$ cat config.mk
export PLATFORM = sky130hd
export DESIGN_NAME = multi_sensor_watch_alarm_top
export DESIGN_NICKNAME = d
export VERILOG_FILES = /design/src/hdl/msw_pkg.sv /design/src/hdl/multi_sensor_watch_alarm_top.sv /design/src/hdl/msw_eval.sv /design/src/hdl/msw_fsm.sv
export SDC_FILE = /design/constraint.sdc
export NUM_CORES = 1
export LEC_CHECK = 0
export ABC_AREA = 1
export BUFFER_PORTS_ARGS = -buffer_cell sky130_fd_sc_hd__buf_2
export CORE_ASPECT_RATIO = 1.2
export CORE_MARGIN = 3
export CORE_UTILIZATION = 45
export CTS_CLUSTER_SIZE = 40
export DETAILED_ROUTE_END_ITERATION = 16
export PLACE_DENSITY = 0.65
export SLEW_MARGIN = 40
export SYNTH_ARGS = -nofsm -noshare
export SYNTH_HDL_FRONTEND = slang
export SYNTH_SLANG_ARGS = --single-unit
$ cat constraint.sdc
create_clock -name i_clk -period 10.7 [get_ports i_clk]
set_input_delay 1.07 -clock i_clk [delete_from_list [all_inputs] [get_ports i_clk]]
set_output_delay 1.07 -clock i_clk [all_outputs]
set_load 0.03 [all_outputs]
$ cat src/hdl/msw_pkg.sv
// package for the multi-sensor watch alarm
// types, codes and reset constants shared by every file of the block
`timescale 1ns / 1ps

package msw_pkg;

    // saturating persistence counter width, default
    localparam int unsigned COUNT_WIDTH_DEF = 4;

    // number of channels in channel_enable and fresh_mask
    localparam int unsigned NUM_CH  = 6;
    // channels with a persistence counter (all but pressure)
    localparam int unsigned NUM_CNT = 5;

    // channel bit positions
    localparam int unsigned CH_POS   = 0;
    localparam int unsigned CH_DEPTH = 1;
    localparam int unsigned CH_SOG   = 2;
    localparam int unsigned CH_WIND  = 3;
    localparam int unsigned CH_HEAD  = 4;
    localparam int unsigned CH_PRESS = 5;

    // consecutive ticks a channel must exceed, per counter
    localparam int unsigned QUAL_LIMIT [NUM_CNT] = '{9, 4, 4, 2, 4};

    // re-arm timing
    localparam int unsigned SECS_PER_MIN  = 60;
    localparam int unsigned REARM_GUARD_S = 5;

    // configuration register indexes
    typedef enum logic [2:0] {
        CFG_CHANNEL_ENABLE  = 3'd0,
        CFG_MIN_DEPTH_DM    = 3'd1,
        CFG_MAX_SOG_DKN     = 3'd2,
        CFG_MAX_WIND_KN     = 3'd3,
        CFG_MAX_HEADING_DEG = 3'd4,
        CFG_MAX_DISTANCE_M  = 3'd5,
        CFG_MAX_PRESSURE_MB = 3'd6,
        CFG_REARM_MINUTES   = 3'd7
    } t_cfg_idx;

    localparam int unsigned CFG_IDX_W  = 3;
    localparam int unsigned CFG_DATA_W = 8;

    // button codes
    typedef enum logic [1:0] {
        BTN_NONE   = 2'd0,
        BTN_TOP    = 2'd1,
        BTN_BOTTOM = 2'd2,
        BTN_LONG   = 2'd3
    } t_button;

    // alarm kinds
    typedef enum logic [2:0] {
        KIND_NONE   = 3'd0,
        KIND_NODATA = 3'd1,
        KIND_DEPTH  = 3'd2,
        KIND_SOG    = 3'd3,
        KIND_WIND   = 3'd4,
        KIND_DIST   = 3'd5,
        KIND_HEAD   = 3'd6,
        KIND_PRESS  = 3'd7
    } t_kind;

    // mode codes as reported in a result
    typedef enum logic [1:0] {
        MC_WAIT    = 2'd0,
        MC_STANDBY = 2'd1,
        MC_WATCH   = 2'd2,
        MC_ALARM   = 2'd3
    } t_mode_code;

    typedef struct packed {
        logic [5:0] channel_enable;
        logic [7:0] min_depth_dm;
        logic [5:0] max_sog_dkn;
        logic [5:0] max_wind_kn;
        logic [7:0] max_heading_deg;
        logic [6:0] max_distance_m;
        logic [4:0] max_pressure_mb;
        logic [7:0] rearm_minutes;
    } t_cfg;

    localparam t_cfg CFG_RESET = '{
        channel_enable:  6'd0,
        min_depth_dm:    8'd20,
        max_sog_dkn:     6'd10,
        max_wind_kn:     6'd25,
        max_heading_deg: 8'd30,
        max_distance_m:  7'd30,
        max_pressure_mb: 5'd3,
        rearm_minutes:   8'd5
    };

    typedef struct packed {
        logic [31:0] time_s;
        logic [1:0]  button;
        logic [15:0] depth_cm;
        logic [15:0] sog_cknots;
        logic [7:0]  wind_knots;
        logic [8:0]  heading_now;
        logic [15:0] drift_dm;
        logic [14:0] pressure_dmb;
        logic [5:0]  fresh_mask;
    } t_in_item;

    typedef struct packed {
        logic [1:0]         mode;
        logic [2:0]         alarm_kind;
        logic               buzzer_level;
        logic               backlight_flash;
        logic               setup_request;
        logic               rearming;
        logic [9:0]         heading_error;
        logic signed [15:0] pressure_delta_dmb;
    } t_out_item;

    // limit checks handed from the evaluator to the mode machine
    typedef struct packed {
        logic                all_ok;
        logic [NUM_CH-1:0]   over;
        logic [9:0]          heading_error;
        logic signed [15:0]  pressure_delta;
    } t_eval;

endpackage

$ cat src/hdl/multi_sensor_watch_alarm_top.sv
// top level of the multi-sensor watch alarm: ports, config registers,
// input register and result register; depends on msw_pkg, msw_eval, msw_fsm
//
//  channel   | direction | signals                               | payload
//  ----------+-----------+---------------------------------------+-------------------
//  tick in   | in        | i_in_valid / o_in_ready / i_in_data   | msw_pkg::t_in_item
//  result    | out       | o_out_valid / i_out_ready / o_out_data| msw_pkg::t_out_item
//  config    | in        | i_cfg_we / i_cfg_index / i_cfg_data   | 8-bit register write
//
// one tick per clock sustained while the result side is ready; a tick is held in
// the input register, then passes through the mode logic into the result register
// the state registers update on the same edge that loads the result register,
// so the following tick sees the new mode at once
// synchronous active-low reset: modes, counters and config to their reset values
// a stalled result register holds the tick in the input register; o_in_ready
// is high while the input register is empty or empties on that edge
`timescale 1ns / 1ps

module multi_sensor_watch_alarm_top #(
    parameter int unsigned COUNT_WIDTH = msw_pkg::COUNT_WIDTH_DEF
) (
    input  logic                             i_clk,
    input  logic                             i_rst_n,
    // tick channel
    input  logic                             i_in_valid,
    output logic                             o_in_ready,
    input  msw_pkg::t_in_item                i_in_data,
    // result channel
    output logic                             o_out_valid,
    input  logic                             i_out_ready,
    output msw_pkg::t_out_item               o_out_data,
    // configuration writes
    input  logic                             i_cfg_we,
    input  logic [msw_pkg::CFG_IDX_W-1:0]    i_cfg_index,
    input  logic [msw_pkg::CFG_DATA_W-1:0]   i_cfg_data
);
    import msw_pkg::*;

    t_cfg      r_cfg;
    logic      r_in_valid;
    t_in_item  r_in_data;
    logic      r_out_valid;
    t_out_item r_out_data;

    logic      w_fire;
    logic      w_in_take;
    t_eval     w_eval;
    t_out_item w_result;
    logic [8:0]  w_head_ref;
    logic [14:0] w_press_ref;

    // held tick moves into the result register when that register frees up
    assign w_fire     = r_in_valid && (!r_out_valid || i_out_ready);
    assign o_in_ready = !r_in_valid || w_fire;
    assign w_in_take  = i_in_valid && o_in_ready;

    // configuration registers, fields masked to their widths
    always_ff @(posedge i_clk) begin
        if (!i_rst_n) begin
            r_cfg <= CFG_RESET;
        end else if (i_cfg_we) begin
            unique case (t_cfg_idx'(i_cfg_index))
                CFG_CHANNEL_ENABLE:  r_cfg.channel_enable  <= i_cfg_data[5:0];
                CFG_MIN_DEPTH_DM:    r_cfg.min_depth_dm    <= i_cfg_data;
                CFG_MAX_SOG_DKN:     r_cfg.max_sog_dkn     <= i_cfg_data[5:0];
                CFG_MAX_WIND_KN:     r_cfg.max_wind_kn     <= i_cfg_data[5:0];
                CFG_MAX_HEADING_DEG: r_cfg.max_heading_deg <= i_cfg_data;
                CFG_MAX_DISTANCE_M:  r_cfg.max_distance_m  <= i_cfg_data[6:0];
                CFG_MAX_PRESSURE_MB: r_cfg.max_pressure_mb <= i_cfg_data[4:0];
                CFG_REARM_MINUTES:   r_cfg.rearm_minutes   <= i_cfg_data;
                default:             r_cfg                 <= r_cfg;
            endcase
        end
    end

    // input register
    always_ff @(posedge i_clk) begin
        if (!i_rst_n) begin
            r_in_valid <= 1'b0;
        end else if (w_in_take) begin
            r_in_valid <= 1'b1;
        end else if (w_fire) begin
            r_in_valid <= 1'b0;
        end
    end

    always_ff @(posedge i_clk) begin
        if (w_in_take) begin
            r_in_data <= i_in_data;
        end
    end

    // limit checks on the held tick against current references
    msw_eval u_eval (
        .i_item      (r_in_data),
        .i_cfg       (r_cfg),
        .i_head_ref  (w_head_ref),
        .i_press_ref (w_press_ref),
        .o_eval      (w_eval)
    );

    // mode machine, advances once per transfer into the result register
    msw_fsm #(
        .COUNT_WIDTH (COUNT_WIDTH)
    ) u_fsm (
        .i_clk       (i_clk),
        .i_rst_n     (i_rst_n),
        .i_fire      (w_fire),
        .i_item      (r_in_data),
        .i_cfg       (r_cfg),
        .i_eval      (w_eval),
        .o_head_ref  (w_head_ref),
        .o_press_ref (w_press_ref),
        .o_result    (w_result)
    );

    // result register
    always_ff @(posedge i_clk) begin
        if (!i_rst_n) begin
            r_out_valid <= 1'b0;
        end else if (w_fire) begin
            r_out_valid <= 1'b1;
        end else if (i_out_ready) begin
            r_out_valid <= 1'b0;
        end
    end

    always_ff @(posedge i_clk) begin
        if (w_fire) begin
            r_out_data <= w_result;
        end
    end

    assign o_out_valid = r_out_valid;
    assign o_out_data  = r_out_data;

endmodule

$ cat src/hdl/msw_eval.sv
// limit evaluator: heading error, pressure delta and per-channel over-limit flags
// combinational only; depends on msw_pkg
`timescale 1ns / 1ps

module msw_eval (
    input  msw_pkg::t_in_item i_item,
    input  msw_pkg::t_cfg     i_cfg,
    input  logic [8:0]        i_head_ref,
    input  logic [14:0]       i_press_ref,
    output msw_pkg::t_eval    o_eval
);
    import msw_pkg::*;

    localparam logic [15:0] DRIFT_CEIL = 16'd10000;
    localparam logic [9:0]  HEAD_CEIL  = 10'd180;
    localparam logic signed [10:0] FULL_TURN = 11'sd360;

    // x * 10 as two shifts and an add
    function automatic logic [11:0] times10(input logic [7:0] v);
        logic [11:0] w;
        w = {4'd0, v};
        return (w << 3) + (w << 1);
    endfunction

    logic signed [10:0] w_cw;
    logic signed [10:0] w_ccw;
    logic [10:0]        w_cw_abs;
    logic [10:0]        w_ccw_abs;
    logic [9:0]         w_herr;
    logic signed [15:0] w_pdelta;
    logic signed [15:0] w_plim;
    logic [11:0]        w_depth_lim;
    logic [11:0]        w_sog_lim;
    logic [11:0]        w_dist_lim;

    always_comb begin
        w_cw      = $signed({2'b00, i_head_ref}) - $signed({2'b00, i_item.heading_now});
        w_ccw     = FULL_TURN - $signed({2'b00, i_head_ref})
                    + $signed({2'b00, i_item.heading_now});
        w_cw_abs  = w_cw[10]  ? 11'(-w_cw)  : 11'(w_cw);
        w_ccw_abs = w_ccw[10] ? 11'(-w_ccw) : 11'(w_ccw);
        w_herr    = (w_cw_abs <= w_ccw_abs) ? w_cw_abs[9:0] : w_ccw_abs[9:0];
    end

    assign w_pdelta    = $signed({1'b0, i_press_ref}) - $signed({1'b0, i_item.pressure_dmb});
    assign w_plim      = $signed({4'd0, times10({3'd0, i_cfg.max_pressure_mb})});
    assign w_depth_lim = times10(i_cfg.min_depth_dm);
    assign w_sog_lim   = times10({2'd0, i_cfg.max_sog_dkn});
    assign w_dist_lim  = times10({1'b0, i_cfg.max_distance_m});

    always_comb begin
        o_eval                 = '0;
        o_eval.all_ok          = (i_cfg.channel_enable & ~i_item.fresh_mask) == '0;
        o_eval.over[CH_POS]    = (i_item.drift_dm > {4'd0, w_dist_lim})
                                 && (i_item.drift_dm < DRIFT_CEIL);
        o_eval.over[CH_DEPTH]  = i_item.depth_cm < {4'd0, w_depth_lim};
        o_eval.over[CH_SOG]    = i_item.sog_cknots > {4'd0, w_sog_lim};
        o_eval.over[CH_WIND]   = i_item.wind_knots > {2'd0, i_cfg.max_wind_kn};
        o_eval.over[CH_HEAD]   = (w_herr > {2'd0, i_cfg.max_heading_deg})
                                 && (w_herr <= HEAD_CEIL);
        o_eval.over[CH_PRESS]  = (w_pdelta > w_plim) || (w_pdelta < -w_plim);
        o_eval.heading_error   = w_herr;
        o_eval.pressure_delta  = w_pdelta;
    end

endmodule

$ cat src/hdl/msw_fsm.sv
// mode machine with persistence counters, references and re-arm time
// updates its state on each item transfer; depends on msw_pkg
`timescale 1ns / 1ps

module msw_fsm #(
    parameter int unsigned COUNT_WIDTH = msw_pkg::COUNT_WIDTH_DEF
) (
    input  logic               i_clk,
    input  logic               i_rst_n,
    input  logic               i_fire,
    input  msw_pkg::t_in_item  i_item,
    input  msw_pkg::t_cfg      i_cfg,
    input  msw_pkg::t_eval     i_eval,
    output logic [8:0]         o_head_ref,
    output logic [14:0]        o_press_ref,
    output msw_pkg::t_out_item o_result
);
    import msw_pkg::*;

    typedef enum logic [3:0] {
        ST_WAIT    = 4'b0001,
        ST_STANDBY = 4'b0010,
        ST_WATCH   = 4'b0100,
        ST_ALARM   = 4'b1000
    } t_mode;

    localparam logic [COUNT_WIDTH-1:0] CNT_MAX = {COUNT_WIDTH{1'b1}};

    t_mode                  r_mode,  n_mode;
    t_kind                  r_alarm, n_alarm;
    logic                   r_buzzer, n_buzzer;
    logic [COUNT_WIDTH-1:0] r_count [NUM_CNT];
    logic [COUNT_WIDTH-1:0] n_count [NUM_CNT];
    logic [31:0]            r_next_time, n_next_time;
    logic [8:0]             r_head_ref,  n_head_ref;
    logic [14:0]            r_press_ref, n_press_ref;

    logic [NUM_CNT-1:0] w_qual;
    logic               w_checking;
    logic               w_setup;
    logic [9:0]         w_herr;
    logic signed [15:0] w_pdelta;
    t_kind              w_kind;
    logic [31:0]        w_rearm_at;
    t_mode_code         w_mode_code;

    assign w_rearm_at = i_item.time_s
                        + 32'(i_cfg.rearm_minutes) * 32'(SECS_PER_MIN)
                        + 32'(REARM_GUARD_S);

    assign w_checking = (r_mode == ST_WATCH) && (i_item.button != BTN_TOP)
                        && (i_item.time_s > r_next_time);

    // persistence counters, one per channel but pressure
    always_comb begin
        for (int i = 0; i < NUM_CNT; i++) begin
            n_count[i] = r_count[i];
            w_qual[i]  = 1'b0;
            if (w_checking && i_cfg.channel_enable[i]) begin
                if (!i_eval.over[i]) begin
                    n_count[i] = '0;
                end else begin
                    if (r_count[i] != CNT_MAX) begin
                        n_count[i] = r_count[i] + 1'b1;
                    end
                    w_qual[i] = n_count[i] > COUNT_WIDTH'(QUAL_LIMIT[i]);
                end
            end
            if ((r_mode == ST_STANDBY) && (i_item.button == BTN_BOTTOM)
                && (i_cfg.channel_enable != '0)) begin
                n_count[i] = '0;
            end
        end
    end

    // later channels override earlier ones
    always_comb begin
        w_kind = r_alarm;
        if (w_qual[CH_POS])   w_kind = KIND_DIST;
        if (w_qual[CH_DEPTH]) w_kind = KIND_DEPTH;
        if (w_qual[CH_SOG])   w_kind = KIND_SOG;
        if (w_qual[CH_WIND])  w_kind = KIND_WIND;
        if (w_qual[CH_HEAD])  w_kind = KIND_HEAD;
        if (i_cfg.channel_enable[CH_PRESS] && i_eval.over[CH_PRESS]) w_kind = KIND_PRESS;
        if ((w_kind == KIND_NONE) && !i_eval.all_ok) w_kind = KIND_NODATA;
    end

    always_comb begin
        n_mode      = r_mode;
        n_alarm     = r_alarm;
        n_buzzer    = r_buzzer;
        n_next_time = r_next_time;
        n_head_ref  = r_head_ref;
        n_press_ref = r_press_ref;
        w_setup     = 1'b0;
        w_herr      = i_eval.heading_error;
        w_pdelta    = i_eval.pressure_delta;
        unique case (r_mode)
            ST_WAIT: begin
                if (i_item.button == BTN_TOP) begin
                    w_setup  = 1'b1;
                    n_buzzer = 1'b0;
                end else if (i_eval.all_ok) begin
                    n_mode = ST_STANDBY;
                end
            end
            ST_STANDBY: begin
                if (i_item.button == BTN_TOP) begin
                    w_setup  = 1'b1;
                    n_buzzer = 1'b0;
                    n_mode   = ST_WAIT;
                end else if (i_item.button == BTN_BOTTOM) begin
                    if (i_cfg.channel_enable != '0) begin
                        n_next_time = '0;
                        n_mode      = ST_WATCH;
                        n_head_ref  = i_item.heading_now;
                        n_press_ref = i_item.pressure_dmb;
                        w_herr      = '0;
                        w_pdelta    = '0;
                    end
                end else if (i_item.button == BTN_NONE) begin
                    if (!i_eval.all_ok) n_mode = ST_WAIT;
                end
            end
            ST_WATCH: begin
                if (i_item.button == BTN_TOP) begin
                    n_mode = ST_STANDBY;
                end else if (w_checking) begin
                    n_alarm = w_kind;
                    if (w_kind != KIND_NONE) begin
                        n_mode   = ST_ALARM;
                        n_buzzer = 1'b1;
                    end
                end
            end
            ST_ALARM: begin
                if (i_item.button == BTN_TOP) begin
                    if (r_alarm == KIND_PRESS) begin
                        n_press_ref = i_item.pressure_dmb;
                        w_pdelta    = '0;
                    end
                    n_alarm     = KIND_NONE;
                    n_next_time = w_rearm_at;
                    n_mode      = i_eval.all_ok ? ST_WATCH : ST_WAIT;
                    n_buzzer    = 1'b0;
                end else if (r_alarm == KIND_NODATA) begin
                    if (i_eval.all_ok) begin
                        n_alarm  = KIND_NONE;
                        n_buzzer = 1'b0;
                        n_mode   = ST_WATCH;
                    end else begin
                        n_buzzer = ~i_item.time_s[0];
                    end
                end
            end
            default: begin
                n_mode = ST_WAIT;
            end
        endcase
    end

    always_comb begin
        unique case (n_mode)
            ST_STANDBY: w_mode_code = MC_STANDBY;
            ST_WATCH:   w_mode_code = MC_WATCH;
            ST_ALARM:   w_mode_code = MC_ALARM;
            default:    w_mode_code = MC_WAIT;
        endcase
    end

    always_comb begin
        o_result                    = '0;
        o_result.mode               = w_mode_code;
        o_result.alarm_kind         = n_alarm;
        o_result.buzzer_level       = n_buzzer;
        o_result.backlight_flash    = (n_mode == ST_ALARM) && (n_alarm != KIND_NONE)
                                      && i_item.time_s[0];
        o_result.setup_request      = w_setup;
        o_result.rearming           = i_item.time_s <= n_next_time;
        o_result.heading_error      = w_herr;
        o_result.pressure_delta_dmb = w_pdelta;
    end

    always_ff @(posedge i_clk) begin
        if (!i_rst_n) begin
            r_mode      <= ST_WAIT;
            r_alarm     <= KIND_NONE;
            r_buzzer    <= 1'b0;
            r_next_time <= '0;
            r_head_ref  <= '0;
            r_press_ref <= '0;
            for (int i = 0; i < NUM_CNT; i++) begin
                r_count[i] <= '0;
            end
        end else if (i_fire) begin
            r_mode      <= n_mode;
            r_alarm     <= n_alarm;
            r_buzzer    <= n_buzzer;
            r_next_time <= n_next_time;
            r_head_ref  <= n_head_ref;
            r_press_ref <= n_press_ref;
            for (int i = 0; i < NUM_CNT; i++) begin
                r_count[i] <= n_count[i];
            end
        end
    end

    assign o_head_ref  = r_head_ref;
    assign o_press_ref = r_press_ref;

endmodule
# Word level (Yosys, flattened, before mapping)
# Memory sizes are Yosys's and may differ from the RTL's.
# Cells that the tools add are included.
# op_classes
bitwise	9
n_lt_le_gt_ge	17
n_mux	115
n_reduce_logical	44
n_addsub	18
n_mul	1
n_eq_ne	29
# ops
op	n
4-bit 2-to-1 mux	48
32-bit 2-to-1 mux	4
16-bit 2-to-1 mux	5
15-bit 2-to-1 mux	5
32-bit case mux with 2 select lines	1
10-bit 2-to-1 mux	5
3-bit 2-to-1 mux	13
32-bit by 14-bit adder with 32-bit output	1
32-bit by 3-bit adder with 32-bit output, second input constant	1
16-bit by 12-bit > comparator with 1-bit output	2
32-bit > comparator	1
32-bit less-or-equal comparator	1
16-bit case mux with 2 select lines	1
15-bit case mux with 2 select lines	1
1-bit 2-to-1 mux	26
11-bit 2-to-1 mux	2
11-bit negator	2
4-bit by 1-bit adder with 4-bit output, second input constant	5
4-bit != test, second input constant	5
1-bit logical AND	17
16-bit by 13-bit > comparator with 1-bit output	1
16-bit by 12-bit < comparator with 1-bit output	1
16-bit by 14-bit < comparator with 1-bit output, second input constant	1
16-bit < comparator	1
other kinds (48)	83
# totals
mem_count	1
elab_cells	267
ramBits	20
ff_bits	275
# mem_list
name	depth	word_bits	rd	rd_ports_with_merged_regs	write_ports	line_no	text
u_fsm.r_count	5	4	5	0	5	msw_fsm.sv:32	logic [COUNT_WIDTH-1:0] r_count [NUM_CNT];

# Logic depth before layout (Yosys ltp)
# Gate-level depths: netlist of run 1.
# logic_depth
depth_word	26
mapped_depth	47
depth_no_buf	47

# Hierarchy
# From an unflattened synthesis of run 1, not the netlist that was laid out.
# hier_totals
hier_cells	2576
area_unflattened_um2	20617.3
# modules_own_cells
mod	n_inst	cells_per_inst	area_per_inst_um2	seq_area_each_um2
msw_fsm	1	1212	8204.1	1881.8
multi_sensor_watch_alarm_top	1	469	6844.1	5775.5
msw_eval	1	895	5569.1	0.0

# Least setup slack after synthesis of run 1
# Ideal clock, no wire load.
# synth_path
path_kind	register to register
start	register r_cfg[0] (netlist bit)
end	register r_out_data (netlist bit o_out_data[26]) (data pin)
setup_ps	260
setup_slack_ps	4437
required_ps	10440
arrival_time_ps	6004
path_stages_with_launch	38
path_buffers	0
cell_sequence	dfxtp_1 fa_1 inv_1 fa_1 inv_1 ha_1 nand2_1 nor2_1 a211oi_1 o21ai_0 a21oi_1 o21ai_0 a21o_1 a21oi_1 xnor2_1 ha_1 ha_1 nand2_1 [2 not listed] o21bai_1 nand2_1 a21oi_2 nand2_1 nor2_1 nand2_1 or2_0 nand3_1 nand2_1 o21ai_2 inv_1 ha_1 nand4_1 or3_1 nor4_1 nand2_1 o2111ai_1 nand2_1
# synth_rtl
element	line_no	text
start: declaration	multi_sensor_watch_alarm_top.sv:39	t_cfg r_cfg;
start signal: assignment	multi_sensor_watch_alarm_top.sv:71	default: r_cfg <= r_cfg;
end signal: assignment	multi_sensor_watch_alarm_top.sv:130	r_out_data <= w_result;
end: declaration	multi_sensor_watch_alarm_top.sv:43	t_out_item r_out_data;

==> results of run 1 <==
-- flip-flops by register name, indices dropped and copies added, names as in the netlist, 4 cells and up --
register,cells
u_fsm.o_head_ref,9
u_fsm.r_mode,4
o_out_data,35
r_cfg,54
u_fsm.r_count,20
u_fsm.r_next_time,32
u_fsm.o_press_ref,15
r_in_data,119
-- tightest hold or removal path, stage by stage (launching register included) --
cell and delay, ps:
dfxtp_1 310, inv_1 50, a21oi_1 50
-- stage by stage --
stage	hold WS, ps	std cells	utilization [%]	instance area (um2)
finish	450.3	3111	51.79	22270
global route	473.8	3109	51.78	22260
CTS	451.8	3109	51.78	22260
detailed placement	441.9	3045	49.23	21170
global placement	436.3	3045	49.19	21150
floorplan	427.4	2343	-	19630
-- area by class of cell --
| class | count | area, um2 | area share [%] |
|---|---|---|---|
| multi-input combinational | 1641 | 10490 | 47.11 |
| inverter | 375 | 1413 | 6.344 |
| sequential | 294 | 7627 | 34.25 |
| antenna | 2 | 5.005 | 0.02248 |
| timing repair buffer | 183 | 945.9 | 4.248 |
| tap | 552 | 690.7 | 3.102 |
| clock inverter | 21 | 178.9 | 0.8036 |
| clock buffer | 43 | 915.9 | 4.113 |
-- power by group through the flow --
stage	Combinational [mW]	Clock (mW)	Sequential [mW]
after floorplan	0.364	0	1.32
after global placement	0.502	0	1.31
after detailed placement	0.516	0	1.31
after CTS	0.521	1.19	1.29
after global routing	0.596	1.23	1.29
final	0.517	1.15	1.29
-- placed cells by master (no fill, tap or decap), types with 120 or more instances in the layout --
cell type,Yosys,routed
nand3_1,121,121
dfxtp_1,120,120
ha_1,242,242
inv_1,363,361
buf_2,1,171
o21ai_0,143,142
edfxtp_1,174,174
a21oi_1,204,204
nor2_1,185,183
nand2_1,385,385
-- path summary, 6_finish.rpt --
| path | start | end | slack [ps] |
|---|---|---|---|
| hold / removal | u_fsm.o_press_ref[3] | u_fsm.o_press_ref[3] | 450 |
| setup reg to reg | r_cfg[2] | o_out_data[26] | 3440 |
| setup / recovery | r_cfg[2] | o_out_data[26] | 3440 |
| hold reg to reg | u_fsm.o_press_ref[3] | u_fsm.o_press_ref[3] | 450 |
-- per-layer routing --
metal / GRT usage [%] / up-vias
met1: 26.17 / 7607
met3: 2.883 / 89
met5: 0 / -
met2: 36.47 / 424
met4: 7.087 / 2
li1: - / 8341
-- cell families (layout without fill, tap and decap cells) --
logic type,after synthesis,count (layout),share of synthesized area (%)
xor+xnor,67,67,3.065
simple gates,820,820,18.40
other cells,2,4,0.03825
fa+ha+maj,262,262,17.46
flops,294,294,38.85
compound gates,488,488,14.22
mux,2,2,0.1020
buf+inv,408,622,7.864
==> reports/qor.yml, run 1 <==
outcome: "complete, no violations"
gp_congestion: 0.9179
seqPwrFrac_pct: 43.6
dp_hpwl_mm: 37.45
viasPerCell: 5.292
met2_length_mm: 23.46
grt.overflow.total: 0
dpl_worst_slack_ps: 3436
cp_max_fo: 5
clock_path_buffers: 3
crit_type: "flip-flop to flip-flop"
total_power_mw: 2.961
cellPowerDensity_nw_per_um2: 133.0
path_common_cell: "nand2_1"
critPathSlowestCell: "fa_1"
syn_inst: 2343
dr.pass1.iters: 6
postCtsHoldBufs: 0
grt_pass1_wl_mm: 79.11
area_delta_synth_final_pct: 13.41
ys.flop_type: "edfxtp_1"
synth_area_leaders: "edfxtp_1, ha_1, dfxtp_1, nand2_1, inv_1"
io_pins: 173
comb_power_share_pct: 17.5
synth_commonest_cells: "nand2_1, inv_1, ha_1"
rsz0062_at_grt: "false"
drive_gt1_share_pct: 12.20
crit_buf_inv: 4
tritoncts: "built"
swShare_pct: 28.65
min_period_ps: 7257
wl_per_cell_um: 15.53
yosysMostFrequentCell: "nand2_1"
clkPwrFrac_pct: 39.0
nets: 2928
ys_seq_area_share_pct: 38.85
reg2reg_depth: 37
totalWireLength_mm: 48.31
ys_types: 65
fp.dieW_um: 196.7
relSlewSlack_pct: 45.58
avgSynthCellArea_um2: 8.380
cts_resized: 0
fin_crit_sh_pct: 67.82
fill_cells: 4043
grt_max_degree: 78
met1_length_mm: 20.99
hold_violations: 0
synth_area_leader_cell: "edfxtp_1"
synthArstFlopShare_pct: 0
holdPathStages: 2
cp.arrival_ps: 7560
p_sw_uw: 848.1
critPathRequiredTime_ps: 11000
grt_usage_pct: 20.76
rows: 83
antenna_found_initial: 3
start_util_pct: 45.67
leakage_nw: 10.04
synth_edf_count: 174
synth.net_count: 2741
drv_slew: 0
path_depth: 37
numPortBuffers: 171
tightest_slew_ps: 815.4
drc: 0
crit_path_end_kind: "flip-flop"
start_kind: "flip-flop"
ys_seq_elements: 294
cpPeakStageDelay_ps: 530
htreeDepth: 2
postCtsSetupRepairBufs: 0
netlist.area_leader.share_pct: 26.61
root_buffer: "clkbuf_16"
clkSlewWorstSetupHoldPaths_ps: 60
syn_area_um2: 19630
intPower_mw: 2.112
worstHoldPathType: "flip-flop to flip-flop"
fmax_mhz: 137.8
clk_latency_ps: 560
route.met3.wl_mm: 2.490
die_h_um: 234.8
cts_sinks: 294
grt_pass1_vias: 16400
ys_warn_count: 0
cp_top_family: "simple AND/OR/NAND/NOR gates"
dr.max_layer_used: "met5"
tns_ps: 0
peakVddDrop_uv: 125.3
dr.first_iter.drc_count: 985
vias: 16460
die-area_um2: 46180
numCtsBuffers: 35
core-area_um2: 42990
final.setup.worst_slack_ps: 3443
fin_skew_ps: 23.04
final-setup-viol-count: 0
drv_cap: 0
postRouteAntennaNets: 0
Note: power is estimated with default switching activity, not from simulation.
==> inputs of run 2 (changes only) <==
Settings changed: PLACE_DENSITY 0.65 to 0.67.
Clock period 10.7 ns to 6.51 ns, I/O delays scaled along.
==> run 2 against run 1 <==
Critical path depth is 3 lower. Register-to-register slack worse by 3300 ps. Hold slack worse by 190 ps. Wire length grew 2.1%. Largest power group unchanged. Sequential share of layout area is 0.63 points lower. Non-clock buffer count increased by 37. Largest cell class unchanged.
==> reports/qor.yml, run 2 (synthesis results as in run 1) <==
grt.overflow.total: 0  # unchanged
io_pins: 173  # unchanged
peakVddDrop_uv: 225.0  # +80%
fin_skew_ps: 26.70  # +3.669 ps
stdcell_area_um2: 22690  # +1.9%
final-setup-viol-count: 0  # unchanged
dr.pass1.iters: 8  # +2
layout_commonest_cell: "nand2_1"
grt_pass1_wl_mm: 80.85  # +2.2%
post-route-util_pct: 52.79  # +1.0 points
drv_slew: 0  # unchanged
cpPeakStageDelay_ps: 560  # +30 ps
clock_path_buffers: 3  # unchanged
clk_latency_ps: 560  # about the same
instances_no_fill: 3145  # +1.1%
largest_reg_flops: 119  # unchanged
place_area_um2: 21440  # +1.3%
root_buffer: "clkbuf_16"
core-area_um2: 42990  # unchanged
grt_max_degree: 77  # -1.3%
cp_max_fo: 3  # -2
fp.dieW_um: 196.7  # unchanged
drc: 0  # unchanged
viasPerCell: 5.291  # about the same
totalWireLength_mm: 49.34  # +2.1%
tightest_slew_ps: 778.8  # -36.61 ps
outcome: "complete, no violations"
postCtsSetupRepairBufs: 0  # unchanged
cellPowerDensity_nw_per_um2: 217.5  # +64%
dp_hpwl_mm: 38.26  # +2.2%
crit_path_end_kind: "flip-flop"
total_power_mw: 4.937  # +67%
rsz0062_at_grt: "true"
fmax_mhz: 157.5  # +14%
hold_violations: 0  # unchanged
dr.first_iter.drc_count: 833  # -15%
vias: 16640  # +1.1%
die-area_um2: 46180  # unchanged
antenna_found_initial: 3  # unchanged
hold_slack_ps: 256.7  # -193.5 ps
fin_crit_sh_pct: 97.51  # +30 points
relSlewSlack_pct: 47.68  # +2.1 points
gp_congestion: 0.9208  # +0.32%
crit_type: "flip-flop to flip-flop"
grt_usage_pct: 21.29  # +0.53 points
area_delta_synth_final_pct: 15.59
start_kind: "flip-flop"
largest-register: "r_in_data"
dp_cells: 3082  # +1.2%
min_period_ps: 6348  # -909.1 ps
wl_per_cell_um: 15.69  # +1.0%
path_common_cell: "nand2_1"
fill_cells: 4019  # -0.59%
tritoncts: "built"
postRouteAntennaNets: 0  # unchanged
layout_common_cells: "nand2_1, inv_1, ha_1"
cp.arrival_ps: 6640  # -920 ps
clkSlewWorstSetupHoldPaths_ps: 70  # about the same
numCtsBuffers: 34  # -2.9%
cts_sinks: 294  # unchanged
numPortBuffers: 171  # unchanged
rows: 83  # unchanged
critPathRequiredTime_ps: 6810  # -4190 ps
drv_cap: 0  # unchanged
htreeDepth: 2  # unchanged
nets: 2964  # +1.2%
grt_pass1_vias: 16460  # +0.40%
die_h_um: 234.8  # unchanged
start_util_pct: 45.67  # unchanged
drive_gt1_share_pct: 14.16  # +2.0 points
critPathSlowestCell: "fa_1"
leakage_nw: 10.25  # +2.1%
worstHoldPathType: "input pin to flip-flop"
run 2: final cells by class:
type	instances	area, um2	share of cell area, %
clock inverter	18	202.7	0.8931
antenna	1	2.502	0.01103
clock buffer	44	908.4	4.003
multi-input combinational	1641	10620	46.79
sequential	294	7631	33.63
tap	552	690.7	3.043
inverter	375	1416	6.241
timing repair buffer	220	1224	5.392
run 2: per-stage QoR:
stage | setup WS [ps] | setup TNS (ps)
detailed placement | -221.7 | -221.7
floorplan | 246.5 | 0
global route | -304.9 | -304.9
finish | 161.9 | 0
global placement | -58.91 | -58.91
CTS | 4.445 | 0
run 2: critical path, delay by kind of cell, from the launching register on:
kind                       cells  cell delay (ps)
AOI/OAI and AO/OA             12             1690
xor gates and xnor gates       1              160
adders and majority gates      6             2110
buffers and inverters          4              330
DFF                            1              330
and+or+nand+nor               11             1470
run 2: worst paths after layout:
check | slack [ps] | start | depth (start not counted) | to
worst max-delay path | 160 | r_cfg[0] | 34 | o_out_data[26]
worst min-delay path | 260 | i_in_data[55] | 1 | r_in_data[55]
worst max register to register | 160 | r_cfg[0] | 34 | o_out_data[26]
worst min register to register | 450 | u_fsm.o_press_ref[7] | 2 | u_fsm.o_press_ref[7]
run 2: power breakdown:
part	internal [mW]	switching, mW	leakage (nW)
combinational	0.344	0.554	7.04
clock	1.12	0.798	0.541
sequential	2.06	0.0570	2.67
total	3.53	1.41	10.2
run 2: metal layers:
| layer | track usage [%] | wire, um | up-vias |
|---|---|---|---|
| met2 | 37.79 | 24160 | 403 |
| met3 | 3.098 | 2507 | 107 |
| met1 | 26.20 | 20880 | 7720 |
| met5 | 0 | 13 | - |
| li1 | - | - | 8409 |
| met4 | 7.757 | 1779 | 2 |
run 2: repair_timing:
action | 4_1_cts | 5_1_grt
endpoints found under the setup margin | 1 | 7
cloned | 0 | 0
gates resized for setup | 7 | 28
hold buffers | 0 | 0
pin swaps | 0 | 9
==> inputs of run 3 (changes only) <==
Settings changed: PLACE_DENSITY 0.67 to 0.65.
Clock period 6.51 ns to 6.92 ns, I/O delays scaled along.
==> run 3 against run 2 <==
Via count is 1.8% lower. Sequential power is 6% lower. Global-route usage is 0.33 points lower. Highest routed layer unchanged. Sequential share of layout area is 0.33 points higher. Count of clock-buffer cells in the layout is 6 higher. Largest cell class unchanged. Clock skew is 1.7 ps lower. Register-to-register slack better by 200 ps.
==> reports/qor.yml, run 3 (synthesis results as in run 1) <==
comb_power_share_pct: 17.4  # -0.8 points
clock_path_buffers: 3  # unchanged
instances_no_fill: 3125  # -0.64%
start_kind: "flip-flop"
grt.overflow.total: 0  # unchanged
vias: 16330  # -1.8%
crit_path_end_kind: "flip-flop"
core-area_um2: 42990  # unchanged
dr.pass1.iters: 7  # -1
final-setup-viol-count: 0  # unchanged
clk_latency_ps: 560  # about the same
p_sw_mw: 1.325  # -6.0%
tritoncts: "built"
grt_pass1_vias: 16190  # -1.7%
cts_sinks: 294  # unchanged
wl_per_cell_um: 15.58  # -0.66%
fill_cells: 4088  # +1.7%
layout_commonest_cell: "nand2_1"
seqPwrFrac_pct: 43.0  # about the same
hold_slack_ps: 301.7  # +44.95 ps
numPortBuffers: 171  # unchanged
crit_type: "flip-flop to flip-flop"
fin_crit_sh_pct: 94.82  # -2.7 points
dr.first_iter.drc_count: 750  # -10%
drv_cap: 0  # unchanged
die-area_um2: 46180  # unchanged
cellPowerDensity_nw_per_um2: 206.5  # -5.1%
swShare_pct: 28.56  # about the same
holdPathStages: 1  # unchanged
root_buffer: "clkbuf_16"
nets: 2942  # -0.74%
dp_cells: 3057  # -0.81%
clkSlewWorstSetupHoldPaths_ps: 60  # about the same
postRouteAntennaNets: 0  # unchanged
reg2reg_depth: 37  # +8.8%
postCtsHoldBufs: 0  # unchanged
clkPwrFrac_pct: 39.6  # +0.7 points
path_common_cell: "nand2_1"
min_period_ps: 6562  # +213.7 ps
cp_max_fo: 5  # +2
fp.dieW_um: 196.7  # unchanged
drv_slew: 0  # unchanged
antenna_found_initial: 2  # -1
io_pins: 173  # unchanged
post-route-util_pct: 52.26  # -0.52 points
critPathSlowestCell: "fa_1"
drc: 0  # unchanged
layout_common_cells: "nand2_1, inv_1, ha_1"
tightest_slew_ps: 803.9  # +25.13 ps
hold_violations: 0  # unchanged
grt_pass1_wl_mm: 79.56  # -1.6%
htreeDepth: 2  # unchanged
relSlewSlack_pct: 46.21  # -1.5 points
start_util_pct: 45.67  # unchanged
critPathRequiredTime_ps: 7230  # +420 ps
cpPeakStageDelay_ps: 570  # about the same
tns_ps: 0  # unchanged
grt_usage_pct: 20.97  # -0.33 points
largest_reg_flops: 119  # unchanged
worstHoldPathType: "input pin to flip-flop"
die_h_um: 234.8  # unchanged
outcome: "complete, no violations"
dp_hpwl_mm: 37.53  # -1.9%
area_delta_synth_final_pct: 14.45
intPower_mw: 3.315  # -6.0%
gp_congestion: 0.9109  # -1.1%
viasPerCell: 5.227  # -1.2%
peakVddDrop_uv: 221.5  # -1.5%
drive_gt1_share_pct: 12.91  # -1.3 points
fin_skew_ps: 25.02  # -1.682 ps
cp.arrival_ps: 6870  # +230 ps
largest-register: "r_in_data"
numCtsBuffers: 36  # +5.9%
totalWireLength_mm: 48.70  # -1.3%
leakage_nw: 10.14  # -1.1%
grt_max_degree: 79  # +2.6%
rows: 83  # unchanged
fmax_mhz: 152.4  # -3.3%
## run 3: cell count changes in the layout (fill, tap and decap cells not counted), moves of 3 or more
cell / change
buf_4: -24
clkbuf_1: +4
o21ai_2: -3
o21ai_0: +5
## run 3: what timing repair did
action | CTS | global route
endpoints found under the setup margin | 0 | 1
setup buffers | 0 | 1
gates resized for setup | 0 | 15
## run 3: power groups by stage
stage                     logic, mW  registers [mW]  clock network, mW
after global placement        0.784            2.03                  0
after global routing          0.932            2.00               1.96
after CTS                     0.809            1.99               1.89
after floorplan               0.563            2.04                  0
final                         0.810            1.99               1.84
after detailed placement      0.803            2.03                  0
## run 3: critical path, delay by kind of cell (launching register included)
family / cells / cell delay [ps]
AO/OA/AOI/OAI: 10 / 1520
XOR/XNOR: 1 / 100
AND/OR/NAND/NOR: 16 / 1860
flip-flops: 1 / 340
buffers and inverters: 4 / 210
adder cells (fa/ha/maj): 6 / 2290
## run 3: path summary, 6_finish.rpt
| check | startpoint | to | slack (ps) |
|---|---|---|---|
| min reg2reg | u_fsm.o_press_ref[9] | u_fsm.o_press_ref[9] | 450 |
| min | i_in_data[89] | r_in_data[89] | 300 |
| max | r_cfg[0] | o_out_data[26] | 360 |
| max reg2reg | r_cfg[0] | o_out_data[26] | 360 |
## run 3: layout make-up
| type | count | area [um2] | share of cell area [%] |
|---|---|---|---|
| multi-input combinational | 1641 | 10550 | 46.95 |
| tap | 552 | 690.7 | 3.074 |
| clock buffer | 50 | 973.4 | 4.332 |
| antenna | 1 | 2.502 | 0.01114 |
| timing repair buffer | 196 | 1044 | 4.644 |
| inverter | 375 | 1413 | 6.287 |
| clock inverter | 16 | 167.7 | 0.7461 |
| sequential | 294 | 7630 | 33.96 |
## run 3: metrics by stage
stage               total power, mW  area (um2)  setup slack [ps]
floorplan                     2.603       19630             656.5
global placement              2.813       21240             194.2
global route                  4.895       22470            -60.92
CTS                           4.695       22400             18.46
detailed placement            2.834       21260             23.94
finish                        4.640       22470             358.2
## run 3: routing by layer
metal / share of wire (%) / routed length [um] / global-route usage (%) / vias up
met5: 0.027 / 13 / 0 / -
met4: 3.4 / 1656 / 8.384 / 2
met3: 4.4 / 2127 / 3.055 / 90
met2: 48 / 23290 / 35.84 / 349
met1: 44 / 21620 / 26.66 / 7524
li1: - / - / - / 8369
